===== config.mk =====
export PLATFORM = sky130hd
export DESIGN_NAME = ckcl_lerp_mixer
export DESIGN_NICKNAME = d
export VERILOG_FILES = /design/src/assert_macros.svh /design/src/ckcl_pkg.sv /design/src/ckcl_lerp_mixer.sv
export SDC_FILE = /design/constraint.sdc
export NUM_CORES = 1
export LEC_CHECK = 0
export ABC_AREA = 1
export BUFFER_PORTS_ARGS = -buffer_cell sky130_fd_sc_hd__buf_2
export CAP_MARGIN = 20
export CORE_ASPECT_RATIO = 1.5
export CORE_MARGIN = 10
export CORE_UTILIZATION = 35
export CTS_CLUSTER_SIZE = 24
export DETAILED_ROUTE_END_ITERATION = 8
export GPL_TIMING_DRIVEN = 0
export SYNTH_ARGS = -nofsm -noshare
export SYNTH_HDL_FRONTEND = slang
export SYNTH_SLANG_ARGS = --single-unit

===== constraint.sdc =====
create_clock -name clock -period 5.23 [get_ports clock]
set_input_delay 0.7845 -clock clock [delete_from_list [all_inputs] [get_ports clock]]
set_output_delay 0.7845 -clock clock [all_outputs]
set_load 0.05 [all_outputs]

===== src/assert_macros.svh =====
// Assertion helpers used by the core RTL file.
`ifndef ASSERT_MACROS_SVH
`define ASSERT_MACROS_SVH

`ifndef SYNTHESIS

// Check that A implies C in the same cycle.
`define CKCL_ASSERT_IMP(NAME, CLK, RST, A, C) \
   NAME: assert property (@(posedge CLK) disable iff (RST) (A) |-> (C)) \
      else $error("assertion failed");

// Check that A implies C in the next cycle.
`define CKCL_ASSERT_NEXT(NAME, CLK, RST, A, C) \
   NAME: assert property (@(posedge CLK) disable iff (RST) (A) |=> (C)) \
      else $error("assertion failed");

`else

`define CKCL_ASSERT_IMP(NAME, CLK, RST, A, C)
`define CKCL_ASSERT_NEXT(NAME, CLK, RST, A, C)

`endif

`endif


===== src/ckcl_pkg.sv =====
`timescale 1ns / 1ps

package ckcl_pkg;

   localparam int NUM_BANDS_DEF  = 18;
   localparam int MAX_FRAMES_DEF = 16;
   localparam int DAY_LENGTH_DEF = 86400;

   localparam int KIND_W   = 2;
   localparam int BAND_W   = 5;
   localparam int TIME_W   = 17;
   localparam int COLOR_W  = 24;
   localparam int CHAN_W   = 8;
   localparam int CHANNELS = COLOR_W / CHAN_W;
   localparam int FRAC_W   = 16;
   localparam int DAY_W    = TIME_W + 1;
   localparam int SPAN_W   = TIME_W + 2;

   localparam logic [KIND_W-1:0] KIND_CLEAR  = 2'd0;
   localparam logic [KIND_W-1:0] KIND_APPEND = 2'd1;
   localparam logic [KIND_W-1:0] KIND_QUERY  = 2'd2;

   typedef struct packed {
      logic [KIND_W-1:0]  kind;
      logic [BAND_W-1:0]  band;
      logic [TIME_W-1:0]  time_of_day;
      logic [COLOR_W-1:0] key_color;
   } req_type;

   typedef struct packed {
      logic [COLOR_W-1:0] color;
      logic               band_empty;
   } rsp_type;

   typedef struct packed {
      logic [TIME_W-1:0]  stamp;
      logic [COLOR_W-1:0] color;
   } frame_type;

   typedef struct packed {
      logic                     start;
      logic signed [SPAN_W-1:0] delta;
      logic signed [SPAN_W-1:0] span;
      logic [COLOR_W-1:0]       color_begin;
      logic [COLOR_W-1:0]       color_end;
   } mix_cmd_type;

endpackage


===== src/ckcl_lerp_mixer.sv =====
`timescale 1ns / 1ps

module ckcl_lerp_mixer (
   input  logic                         clock,
   input  logic                         reset,
   input  ckcl_pkg::mix_cmd_type        mix_cmd,
   output logic                         mix_done,
   output logic [ckcl_pkg::COLOR_W-1:0] mix_color
);
   import ckcl_pkg::*;

   localparam int REM_W = SPAN_W + 1;
   localparam int ACC_W = CHAN_W + 1 + FRAC_W;
   localparam int CNT_W = $clog2(FRAC_W + 1);
   localparam int DIF_W = CHAN_W + 1;

   localparam logic [1:0] MODE_DIV  = 2'd0;
   localparam logic [1:0] MODE_ZERO = 2'd1;
   localparam logic [1:0] MODE_SAT  = 2'd2;

   localparam logic signed [ACC_W-1:0] HALF = ACC_W'(1) <<< (FRAC_W - 1);

   logic                     busy_ff, busy_in;
   logic                     done_ff, done_in;
   logic [CNT_W-1:0]         cnt_ff, cnt_in;
   logic [1:0]               mode_ff, mode_in;
   logic [REM_W-1:0]         rem_ff, rem_in;
   logic [SPAN_W-1:0]        span_ff, span_in;
   logic [COLOR_W-1:0]       base_ff, base_in;
   logic [COLOR_W-1:0]       color_ff, color_in;
   logic signed [DIF_W-1:0]  diff_ff [CHANNELS];
   logic signed [DIF_W-1:0]  diff_in [CHANNELS];
   logic signed [ACC_W-1:0]  acc_ff [CHANNELS];
   logic signed [ACC_W-1:0]  acc_in [CHANNELS];

   logic [REM_W-1:0]         rem_shift;
   logic                     rem_ge;
   logic                     qbit;
   logic signed [ACC_W-1:0]  rounded [CHANNELS];

   assign rem_shift = {rem_ff[REM_W-2:0], 1'b0};
   assign rem_ge    = (rem_shift >= {1'b0, span_ff});

   always_comb begin
      case (mode_ff)
         MODE_DIV:  qbit = rem_ge;
         MODE_SAT:  qbit = 1'b1;
         default:   qbit = 1'b0;
      endcase
   end

   always_comb begin
      busy_in  = busy_ff;
      done_in  = 1'b0;
      cnt_in   = cnt_ff;
      mode_in  = mode_ff;
      rem_in   = rem_ff;
      span_in  = span_ff;
      base_in  = base_ff;
      color_in = color_ff;
      for (int c = 0; c < CHANNELS; c++) begin
         diff_in[c] = diff_ff[c];
         acc_in[c]  = acc_ff[c];
         rounded[c] = acc_ff[c] + HALF;
      end

      if (mix_cmd.start) begin
         busy_in = 1'b1;
         cnt_in  = '0;
         if (mix_cmd.span <= 0 || mix_cmd.delta <= 0) begin
            mode_in = MODE_ZERO;
         end else if (mix_cmd.delta >= mix_cmd.span) begin
            mode_in = MODE_SAT;
         end else begin
            mode_in = MODE_DIV;
         end
         rem_in  = REM_W'($unsigned(mix_cmd.delta));
         span_in = $unsigned(mix_cmd.span);
         base_in = mix_cmd.color_begin;
         for (int c = 0; c < CHANNELS; c++) begin
            diff_in[c] = $signed({1'b0, mix_cmd.color_end[c*CHAN_W +: CHAN_W]})
                       - $signed({1'b0, mix_cmd.color_begin[c*CHAN_W +: CHAN_W]});
            acc_in[c]  = '0;
         end
      end else if (busy_ff) begin
         if (cnt_ff == CNT_W'(FRAC_W)) begin
            busy_in = 1'b0;
            done_in = 1'b1;
            for (int c = 0; c < CHANNELS; c++) begin
               color_in[c*CHAN_W +: CHAN_W] = base_ff[c*CHAN_W +: CHAN_W]
                                            + rounded[c][FRAC_W +: CHAN_W];
            end
         end else begin
            cnt_in = cnt_ff + 1'b1;
            rem_in = rem_ge ? (rem_shift - REM_W'(span_ff)) : rem_shift;
            for (int c = 0; c < CHANNELS; c++) begin
               acc_in[c] = (acc_ff[c] <<< 1) + (qbit ? ACC_W'(diff_ff[c]) : '0);
            end
         end
      end
   end

   always_ff @(posedge clock) begin
      if (reset) begin
         busy_ff <= 1'b0;
         done_ff <= 1'b0;
         cnt_ff  <= '0;
      end else begin
         busy_ff <= busy_in;
         done_ff <= done_in;
         cnt_ff  <= cnt_in;
      end
   end

   always_ff @(posedge clock) begin
      mode_ff  <= mode_in;
      rem_ff   <= rem_in;
      span_ff  <= span_in;
      base_ff  <= base_in;
      color_ff <= color_in;
      for (int c = 0; c < CHANNELS; c++) begin
         diff_ff[c] <= diff_in[c];
         acc_ff[c]  <= acc_in[c];
      end
   end

   assign mix_done  = done_ff;
   assign mix_color = color_ff;

endmodule


==> impl_metrics.toml <==
[run_status]
outcome = "complete, no violations"

[timing]
hold_viol_final = 0
drv_slew = 0
clock.fmax_ghz = 0.208
finalClockSkew_ps = 11.0
final.setup.worst_slack_ps = 430
period_share_pct = 91.8
worst_slew_pin_slew_ps = 1010
setup_viol = 0
fin_crit_ps = 4800
rsz0062_at_grt = "false"
relSlewSlack_pct = 32.5

[drt]
wl_per_cell_microns = 16.9
drt_pass1_iterations = 6
wirelength_mm = 43.6
drtIter0Drc = 873
avgViaCountPerCell = 5.13
via_count = 13290
ant_nets = 0
remaining_drc_errors = 0

[grt]
grt_max_degree = 42
track_usage_pct = 17.5
first_global_vias = 13342
grt_pass1_wl_mm = 68.8
antenna_found_initial = 0
grt_overflow = 0

[clocking]
cts_tree = "built"
numCtsBuffers = 17
clock-sinks = 194
root_buffer = "clkbuf_16"
htree_levels = 4
clk_latency_ps = 470
ctsLongestPathBuffers = 2
clkTransAtPathRegs_ps = 80

[setup_path]
crit_arrival_ps = 5170
crit-reg2reg-launch = "span_ff[0]"
path_class = "reg -> reg"
start_kind = "register"
r2r_setup_slack_ps = 430
end_kind = "register"
slowest_stage = "edfxtp_1"
crit_path_max_fanout = 11
critPathMaxStageDelay_ps = 490
path_common_cell = "nand2_1"
worstReg2RegEnd = "acc_ff[0][21]"
crit_path_end = "acc_ff[0][21]"
r2r_cells = 30
cp-startpoint = "span_ff[0]"
required_ps = 5600

[finish]
design_area_sq_mm = 0.0163
final_nets = 2278
fillers = 4144
layout_common_cells = "nand2_1, inv_1, nor2_1, buf_2"
layout_commonest_cell = "nand2_1"
final_util_pct = 40.3
syn2layout_area_growth_pct = 13.5
diodes = 0
drive_gt1_share_pct = 9.94

[placed_design]
pre_cts_ws_ps = -502
place_hpwl_mm = 33.8
routabilityCongestion = 0.917
dpl_cell_area_sq_mm = 0.0156
io_buffers = 113

[power_and_ir_drop]
switching_share_pct = 37.2
combPwrFrac_pct = 32.5
p_clk_share_pct = 28.9
powerDensity_mw_per_mm2 = 305
p_leak_uw = 0.00792
irDropWorstVdd_mv = 0.269
intPower_uw = 3110
power_switching_uw = 1850
p_total_uw = 4960
seq_power_share_pct = 38.6

[synthesis]
ys_ff_latch = 194
ys_seq_area_share_pct = 35.1
yosys_warnings = 0
synth_ff_type = "edfxtp_1"
synth_cell_types = 50
syn_area_per_cell_sq_um = 7.44
async_flop_share_pct = 0
synth_nets = 2137
synth_edf_count = 115
synthCells = 1929
netlist_area_sq_mm = 0.0144

[die]
die_area_sq_mm = 0.0497
num_rows = 90
fp.dieW_microns = 185
ios = 114
die_y_microns = 268
core_area_sq_mm = 0.0404
start_util_pct = 35.5

[min_path]
hp-class = "reg -> reg"

[job]
drv_cap = 0
## power groups by stage
stage | clock network (uW) | logic [uW] | registers (uW)
3_3_place_gp | 0 | 1560 | 1940
3_5_place_dp | 0 | 1590 | 1940
4_1_cts | 1460 | 1600 | 1910
5_1_grt | 1520 | 1830 | 1930
6_report | 1430 | 1610 | 1910
2_1_floorplan | 0 | 1170 | 1910
## routing by layer
metal	global-route usage [%]	share of wire, %
met1	18.4	38
met2	33.8	55
met3	2.46	4.7
met4	7.18	2.9
met5	0	0
## area by class of cell
cell class / instances / area, sq um / share of cell area (%)
timing repair buffer: 123 / 671 / 4.12
buffer: 55 / 264 / 1.62
inverter: 334 / 1260 / 7.74
sequential: 194 / 5030 / 30.9
multi-input combinational: 1345 / 7810 / 48.0
clock inverter: 15 / 189 / 1.16
tap: 506 / 633 / 3.89
clock buffer: 17 / 425 / 2.61
## how the worst min path moves through the flow
stage	startpoint	endpoint	depth (start not counted)
detailed placement	acc_ff[0][53]	acc_ff[0][53]	2
CTS	acc_ff[0][53]	acc_ff[0][53]	2
floorplan	acc_ff[0][27]	acc_ff[0][27]	2
global route	acc_ff[0][53]	acc_ff[0][53]	2
finish	acc_ff[0][55]	acc_ff[0][55]	2
global placement	acc_ff[0][4]	acc_ff[0][4]	2
## cell usage after synthesis (2+ instances only)
master | instances | area [sq um]
a211oi_1 | 3 | 22.5
a21boi_0 | 2 | 15.0
a21o_1 | 2 | 15.0
a21oi_1 | 115 | 576
a31oi_1 | 9 | 56.3
a32o_1 | 4 | 40.0
buf_2 | 6 | 30.0
buf_6 | 6 | 67.6
clkbuf_1 | 43 | 161
clkinv_1 | 2 | 7.51
dfxtp_1 | 79 | 1580
edfxtp_1 | 115 | 3450
fa_1 | 10 | 200
ha_1 | 109 | 1360
inv_1 | 326 | 1220
inv_2 | 5 | 18.8
nand2_1 | 439 | 1650
nand2_2 | 7 | 43.8
nand3_1 | 97 | 485
nand3_2 | 2 | 20.0
nand3_4 | 3 | 52.6
nand3b_1 | 6 | 45.0
nand4_1 | 65 | 407
nor2_1 | 137 | 514
nor2_2 | 10 | 62.6
nor3_1 | 26 | 130
nor3b_1 | 2 | 15.0
nor4_1 | 6 | 37.5
o211ai_1 | 7 | 52.6
o21a_1 | 6 | 45.0
o21ai_0 | 106 | 531
o21ai_1 | 13 | 65.1
o21bai_1 | 6 | 45.0
o22ai_1 | 10 | 62.6
o31ai_1 | 4 | 30.0
o32ai_1 | 2 | 17.5
o41ai_1 | 30 | 263
or2_2 | 2 | 12.5
xnor2_1 | 16 | 140
xor2_1 | 81 | 709
## cell families after synthesis
family	Yosys count	share of synthesized area (%)
and+or+nand+nor	805	24.4
buffers and inverters	390	10.6
AOI/OAI and AO/OA	324	13.1
DFF	194	35.1
adders and majority gates	119	10.9
xor gates and xnor gates	97	5.92
## worst max-delay path, delay by kind of cell (launching register included)
family / cells / cell delay, ps
compound gates: 2 / 360
fa+ha+maj: 3 / 1080
simple gates: 20 / 2190
flops: 1 / 490
buf+inv: 5 / 570
## what timing repair did
action / in CTS / in global routing
hold endpoints to repair: 0 / 0
setup buffers: 0 / 7
cloned: 0 / 0
resized for setup: 5 / 0
setup endpoints to repair: 18 / 17
hold buffers: 0 / 0
## metrics by stage
step           instances  hold slack, ps  setup TNS, ps
6_report            2589             472              0
4_1_cts             2583             475              0
2_1_floorplan       1929             435              0
5_1_grt             2589             493              0
3_5_place_dp        2551             456          -3270
3_3_place_gp        2548             448         -29890
## state kept, by name, indices dropped and copies added, names as in the netlist, 2 cells and up
name	flops
cnt_ff	5
acc_ff	72
rem_ff	19
base_ff	24
span_ff	19
mode_ff	2
mix_color	24
diff_ff	27
No activity file was read; power rests on OpenSTA's default activity.
